===== src/rtl/gab_pkg.sv =====
package gab_pkg;

	// Input transaction: one mask sample and the pixel it lands on.
	typedef struct packed {
		logic [7:0]  mask_sample;
		logic [31:0] dest_pixel;
	} in_t;

	// Output transaction: the pixel to store and its write flag.
	typedef struct packed {
		logic [31:0] new_pixel;
		logic        write_enable;
	} out_t;

	// Per-pixel mode decoded at entry and carried down the pipe.
	typedef struct packed {
		logic wr;
		logic blend;
	} ctl_t;

	// Configuration register indexes.
	localparam logic [1:0] REG_TINT_COLOR   = 2'd0;
	localparam logic [1:0] REG_BLEND_ENABLE = 2'd1;
	localparam logic [1:0] REG_MASK_FORMAT  = 2'd2;

	localparam int CFG_DATA_W = 32;
	localparam int CFG_IDX_W  = 2;

	// Mask formats; code 3 is treated like FMT_NONE.
	typedef enum logic [1:0] {
		FMT_A8   = 2'd0,
		FMT_A1   = 2'd1,
		FMT_NONE = 2'd2
	} mask_fmt_t;

	localparam logic [31:0] TINT_RESET  = 32'hFFFF_FFFF;
	localparam logic [7:0]  ALPHA_OPAQUE = 8'hFF;

endpackage


===== src/rtl/gab_mix.sv =====
module gab_mix (
	input  logic [7:0] d,
	input  logic [7:0] t,
	input  logic [7:0] a,
	output logic [7:0] d_part,
	output logic [7:0] t_part
);
	import gab_pkg::*;

	logic [7:0]  inv_a;
	logic [15:0] d_prod;
	logic [15:0] t_prod;

	// Weight the destination by the complement, the tint by the alpha, each >>8.
	assign inv_a  = ALPHA_OPAQUE - a;
	assign d_prod = d * inv_a;
	assign t_prod = t * a;
	assign d_part = d_prod[15:8];
	assign t_part = t_prod[15:8];

endmodule


===== src/rtl/glyph_alpha_blend_pixel.sv =====
// An accepted input passes stage 1, stage 2 and the output register.
// Throughput: one transaction per cycle; each stage holds only while its
//   successor is full and stalled, so bubbles collapse.
// The output register keeps a result while the next ones move up behind it.
// Reset (arst_n low, asynchronous): pipe empties, tint = 0xFFFFFFFF,
//   blend on, eight-bit mask format.
module glyph_alpha_blend_pixel (
	input  logic                            clk,
	input  logic                            arst_n,
	input  logic                            in_valid,
	output logic                            in_stall,
	input  gab_pkg::in_t                    in_data,
	output logic                            out_valid,
	input  logic                            out_stall,
	output gab_pkg::out_t                   out_data,
	input  logic                            cfg_we,
	input  logic [gab_pkg::CFG_IDX_W-1:0]   cfg_idx,
	input  logic [gab_pkg::CFG_DATA_W-1:0]  cfg_data
);
	import gab_pkg::*;

	// ---------------------------------------------------------------
	// Configuration registers
	// ---------------------------------------------------------------
	logic [31:0] tint_q;
	logic        blend_q;
	logic [1:0]  fmt_q;

	always_ff @(posedge clk or negedge arst_n) begin
		if (!arst_n) begin
			tint_q  <= TINT_RESET;
			blend_q <= 1'b1;
			fmt_q   <= FMT_A8;
		end else if (cfg_we) begin
			case (cfg_idx)
				REG_TINT_COLOR:   tint_q  <= cfg_data;
				REG_BLEND_ENABLE: blend_q <= cfg_data[0];
				REG_MASK_FORMAT:  fmt_q   <= cfg_data[1:0];
				default:          ;
			endcase
		end
	end

	// ---------------------------------------------------------------
	// Flow control: a stage may load when it is empty or its
	// successor loads in the same cycle.
	// ---------------------------------------------------------------
	logic v_s1, v_s2;
	logic adv_s1, adv_s2, adv_s3;

	assign adv_s3   = !out_valid || !out_stall;
	assign adv_s2   = !v_s2 || adv_s3;
	assign adv_s1   = !v_s1 || adv_s2;
	assign in_stall = !adv_s1;

	// ---------------------------------------------------------------
	// Stage 1: decode mode, scale the tint alpha by coverage (A8 only) and
	// build the overwrite pixel for non-blend mode.
	// ---------------------------------------------------------------
	logic [7:0]  m;
	logic [15:0] sa_prod;
	logic [7:0]  src_a;
	logic [31:0] scaled;
	ctl_t        ctl;

	assign m       = in_data.mask_sample;
	assign sa_prod = m * tint_q[31:24];

	always_comb begin
		ctl.wr    = 1'b0;
		ctl.blend = 1'b0;
		case (fmt_q)
			FMT_A8: begin
				ctl.blend = blend_q;
				ctl.wr    = !blend_q || (m != 8'd0);
			end
			FMT_A1: begin
				ctl.blend = 1'b1;
				ctl.wr    = blend_q && m[0];
			end
			default: ;
		endcase
	end

	// One-bit blend takes the tint alpha unscaled.
	assign src_a = (fmt_q == FMT_A8) ? sa_prod[15:8] : tint_q[31:24];

	always_comb begin
		logic [15:0] p;
		for (int k = 0; k < 4; k++) begin
			p = tint_q[8*k +: 8] * m;
			scaled[8*k +: 8] = p[15:8];
		end
	end

	ctl_t        ctl_s1;
	logic [7:0]  src_a_s1;
	logic [31:0] dest_s1;
	logic [31:0] scaled_s1;

	always_ff @(posedge clk or negedge arst_n) begin
		if (!arst_n) begin
			v_s1 <= 1'b0;
		end else if (adv_s1) begin
			v_s1 <= in_valid;
		end
	end

	always_ff @(posedge clk) begin
		if (adv_s1 && in_valid) begin
			ctl_s1    <= ctl;
			src_a_s1  <= src_a;
			dest_s1   <= in_data.dest_pixel;
			scaled_s1 <= scaled;
		end
	end

	// ---------------------------------------------------------------
	// Stage 2: pick the mix alpha (opaque over a clear destination),
	// form the six weighted products and the saturated alpha.
	// ---------------------------------------------------------------
	logic [7:0]       da;
	logic [7:0]       mix_a;
	logic [8:0]       a_sum;
	logic [7:0]       a_sat;
	logic [2:0][7:0]  d_part;
	logic [2:0][7:0]  t_part;

	assign da    = dest_s1[31:24];
	assign mix_a = (da == 8'd0) ? ALPHA_OPAQUE : src_a_s1;
	assign a_sum = {1'b0, da} + {1'b0, src_a_s1};
	assign a_sat = a_sum[8] ? ALPHA_OPAQUE : a_sum[7:0];

	for (genvar c = 0; c < 3; c++) begin : g_chan
		gab_mix u_mix (
			.d      (dest_s1[8*c +: 8]),
			.t      (tint_q[8*c +: 8]),
			.a      (mix_a),
			.d_part (d_part[c]),
			.t_part (t_part[c])
		);
	end

	ctl_t            ctl_s2;
	logic [2:0][7:0] d_part_s2;
	logic [2:0][7:0] t_part_s2;
	logic [7:0]      alpha_s2;
	logic [31:0]     scaled_s2;

	always_ff @(posedge clk or negedge arst_n) begin
		if (!arst_n) begin
			v_s2 <= 1'b0;
		end else if (adv_s2) begin
			v_s2 <= v_s1;
		end
	end

	always_ff @(posedge clk) begin
		if (adv_s2 && v_s1) begin
			ctl_s2    <= ctl_s1;
			d_part_s2 <= d_part;
			t_part_s2 <= t_part;
			alpha_s2  <= a_sat;
			scaled_s2 <= scaled_s1;
		end
	end

	// ---------------------------------------------------------------
	// Stage 3: add the weighted halves and assemble the pixel. The
	// two halves never sum past 254, so each channel fits a byte.
	// Drop the pixel to zero when nothing is written.
	// ---------------------------------------------------------------
	logic [31:0] blended;
	logic [31:0] px;

	always_comb begin
		blended[31:24] = alpha_s2;
		for (int c = 0; c < 3; c++) begin
			blended[8*c +: 8] = d_part_s2[c] + t_part_s2[c];
		end
	end

	always_comb begin
		px = 32'd0;
		if (ctl_s2.wr) begin
			px = ctl_s2.blend ? blended : scaled_s2;
		end
	end

	always_ff @(posedge clk or negedge arst_n) begin
		if (!arst_n) begin
			out_valid <= 1'b0;
		end else if (adv_s3) begin
			out_valid <= v_s2;
		end
	end

	always_ff @(posedge clk) begin
		if (adv_s3 && v_s2) begin
			out_data.new_pixel    <= px;
			out_data.write_enable <= ctl_s2.wr;
		end
	end

endmodule


===== config.mk =====
export PLATFORM = sky130hd
export DESIGN_NAME = glyph_alpha_blend_pixel
export DESIGN_NICKNAME = d
export VERILOG_FILES = /design/src/rtl/gab_pkg.sv /design/src/rtl/gab_mix.sv /design/src/rtl/glyph_alpha_blend_pixel.sv
export SDC_FILE = /design/constraint.sdc
export NUM_CORES = 1
export LEC_CHECK = 0
export ABC_AREA = 1
export ABC_CLOCK_PERIOD_IN_PS = 6800
export BUFFER_PORTS_ARGS = -buffer_cell sky130_fd_sc_hd__buf_2
export CAP_MARGIN = 20
export CORE_ASPECT_RATIO = 1.25
export CORE_MARGIN = 2
export CORE_UTILIZATION = 65
export CTS_CLUSTER_DIAMETER = 40
export CTS_CLUSTER_SIZE = 16
export DETAILED_ROUTE_END_ITERATION = 16
export PLACE_DENSITY_LB_ADDON = 0.15
export REMOVE_ABC_BUFFERS = 1
export SLEW_MARGIN = 20
export SYNTH_ARGS = -nofsm -noshare
export SYNTH_HDL_FRONTEND = slang
export SYNTH_SLANG_ARGS = --single-unit

===== constraint.sdc =====
create_clock -name clk -period 6.8 [get_ports clk]
set_input_delay 1.02 -clock clk [delete_from_list [all_inputs] [get_ports clk]]
set_output_delay 1.02 -clock clk [all_outputs]
set_load 0.02 [all_outputs]

==> metrics.md <==
| Metric | Value |
|---|---|
| Status | finished, final reports clean |
| CP Data Required Time | 7110 ps |
| TNS Setup | 0 ps |
| Antenna cells | 0 |
| R2R depth | 22 |
| # clock sinks | 235 |
| Synth cell types | 47 |
| Worst path max stage delay | 780 ps |
| Nets | 4484 |
| Sequential fraction of the synthesis area | 23.1% |
| Drt pass-1 iters | 6 |
| GR Overflow Total | 0 |
| Worst path slowest cell | inv_1 |
| FF-to-FF End | d_part_s2[22] |
| H-tree depth | 2 |
| Area Growth Syn to Fin | 7.86% |
| Async SR Flop Fraction | 16.2% |
| First-pass GRT wire length | 125 mm |
| Crit path buffers/inverters | 6 |
| Vias | 24100 |
| I/O Buffers | 113 |
| Max Slew Vio Count | 0 |
| CTS Hold Buffers Added | 0 |
| Worst setup SP type | register |
| Reg2reg start | dest_s1[25] |
| Final HPWL from detailed placement | 59.1 mm |
| Yosys top cell area share | 23.7% |
| Final instance area | 0.0322 mm2 |
| Ranking of synthesized cells by area | fa_1, edfxtp_1, ha_1 |
| Critical Path Stages | 22 |
| Hold path startpoint | scaled_s1[14] |
| DR vias/cell | 5.61 |
| DRC viols | 0 |
| Crit path max-delay family | adder cells |
| Max Cap Viol | 0 |
| DP Area | 0.0308 mm2 |
| Yosys reg bits | 235 |
| RSZ-0062 raised after global routing | false |
| Die area | 0.0477 mm2 |
| Ys Warns | 0 |
| Critical path peak fanout | 19 |
| R2r setup slk | 1160 ps |
| Clock Skew | 28.5 ps |
| Tmin final | 5640 ps |
| Clock latency at the later pin of the worst-skew pair | 570 ps |
| Die width | 196 um |
| Antenna Nets Post-Route | 0 |
| Largest net degree at the start of global routing | 58 |
| Vias in the first global route | 25500 |
| Routed WL | 76.3 mm |
| Antenna violations before repair | 0 |
| EDFF count, synth | 197 |
| FP Rows | 87 |
| Critical path capture point type | register |
| Worst slew margin | 27.2% |
| Setup Fix Bufs, Post-CTS | 0 |
| Final Hold Viols | 0 |
| Root buffer cell | clkbuf_16 |
| Area leader, netlist | fa_1 |
| Most common cell in the netlist | inv_1 |
| WL/cell | 17.7 um |
| Area of the mapped netlist | 0.0299 mm2 |
| Initial Utilization | 65.9% |
| Fmax | 177 MHz |
| Post_cts resized | 0 |
| I/O pin count | 114 |
| Area of the core | 0.0453 mm2 |
| Routability Congestion | 0.936 |
| WP data arrival | 5950 ps |
| Share of cells above drive strength 1 | 7.30% |
| TritonCTS buffer count | 40 |
| Die Height | 244 um |
| Worst Hold Class | register to register |
| Worst Tran Pin Value | 1090 ps |
| CTS max path bufs | 3 |
| Hold EP | scaled_s2[14] |
| Most frequent CP cell | inv_1 |
| Hold path cells | 0 |
| CP Cell Sequence | nor2_1, nand2_2, nor2_4, nor2_2, inv_1, buf_4, nor2_1, fa_1, fa_1, inv_1, fa_1, fa_1, inv_1, ha_1, a21oi_1, inv_1, a21oi_1, inv_1, a21oi_1, nand2_1, nand2_1, nand2_1 |
| Clock slew at reported path FFs | 60 ps |
| Top post-synthesis cells by count | inv_1, nand2_1, nor2_1 |
| Final number of setup-violating endpoints | 0 |
| Top FF cell, synth | edfxtp_1 |
| DRT iter0 DRCs | 1407 |
| All-Layer GR Usage | 33.1% |
| Cells after synthesis | 3628 |
| Kind of critical path | register to register |
| Tcrit/Tclk final | 83.0% |
| Syn_area_per_cell | 8.23 um2 |
| CTS tree | done |
==> worst max-delay path by stage <==
stage	start	slack [ps]	to
floorplan	dest_s1[28]	1300	d_part_s2[14]
global placement	dest_s1[28]	1330	d_part_s2[7]
detailed placement	dest_s1[25]	1270	d_part_s2[7]
CTS	dest_s1[25]	1160	d_part_s2[7]
global route	dest_s1[25]	780	d_part_s2[14]
finish	dest_s1[25]	1160	d_part_s2[22]
==> cell type report <==
class                           instances  area [um2]
Sequential cell                       235        6910
Tap cell                              578         723
Fill cell                            3642       13100
Clock buffer                           42        1030
Timing Repair Buffer                  135         738
Multi-Input combinational cell       2501       19600
Inverter                              779        2930
Clock inverter                         32         312
==> registers in the layout (all words and copies together) (netlist names), 2 cells and up <==
signal,cells
alpha_s2,8
scaled_s2,32
dest_s1,32
t_part_s2,24
src_a_s1,8
ctl_s1,2
tint_q,32
ctl_s2,2
d_part_s2,24
scaled_s1,32
out_data,33
fmt_q,2
==> cell usage in the layout, fill, tap and decap left out, types with 3 or more instances in the layout <==
cell type	instances
o21ai_1	6
inv_6	10
clkinv_1	3
a31oi_1	14
ha_1	359
nor2_2	6
xnor2_1	15
nand4_1	13
nor2_4	7
dfrtp_1	5
nor2_1	479
edfxtp_1	197
clkinv_2	3
mux2_2	7
nand3_1	100
dfstp_2	33
clkinvlp_4	5
xor2_1	44
a21oi_1	138
inv_8	5
o21bai_1	9
inv_1	775
o21ai_0	83
clkinv_4	6
nor3_1	41
nand2_1	749
and2_1	12
a21o_1	13
nor4_1	4
o21a_1	4
a211oi_1	8
nand3b_1	14
buf_2	113
buf_4	21
fa_1	354
clkbuf_16	41
o211ai_1	4
==> cell families (layout without fill, tap and decap cells) <==
kind of cell    count (synthesis)  count (layout)  synth area share [%]
buf+inv                       892             988                  11.4
flops                         235             235                  23.1
compound gates                288             288                  5.30
xor+xnor                       59              59                  1.73
simple gates                 1434            1434                  19.4
mux                             7               7                 0.264
fa+ha+maj                     713             713                  38.8
==> metrics by stage <==
stage,setup WS [ps],instances,util (%),hold slack [ps]
2_1_floorplan,1300,3515,-,400
3_3_place_gp,1330,4227,68.1,403
3_5_place_dp,1270,4227,68.1,405
4_1_cts,1160,4301,71.1,410
5_1_grt,777,4302,71.1,418
6_report,1160,4302,71.1,411
==> routing by layer <==
metal  track usage, %  vias to the layer above  share of wire [%]
met5                0                        -                  0
met4             14.4                        0                4.5
met3             4.76                      208                6.9
met2             58.6                      881                 50
met1             40.3                    11700                 39
li1                 -                    11300                  -
Power is not shown: default switching activity piles up to over one toggle a cycle in this logic, so the estimate is an artifact.
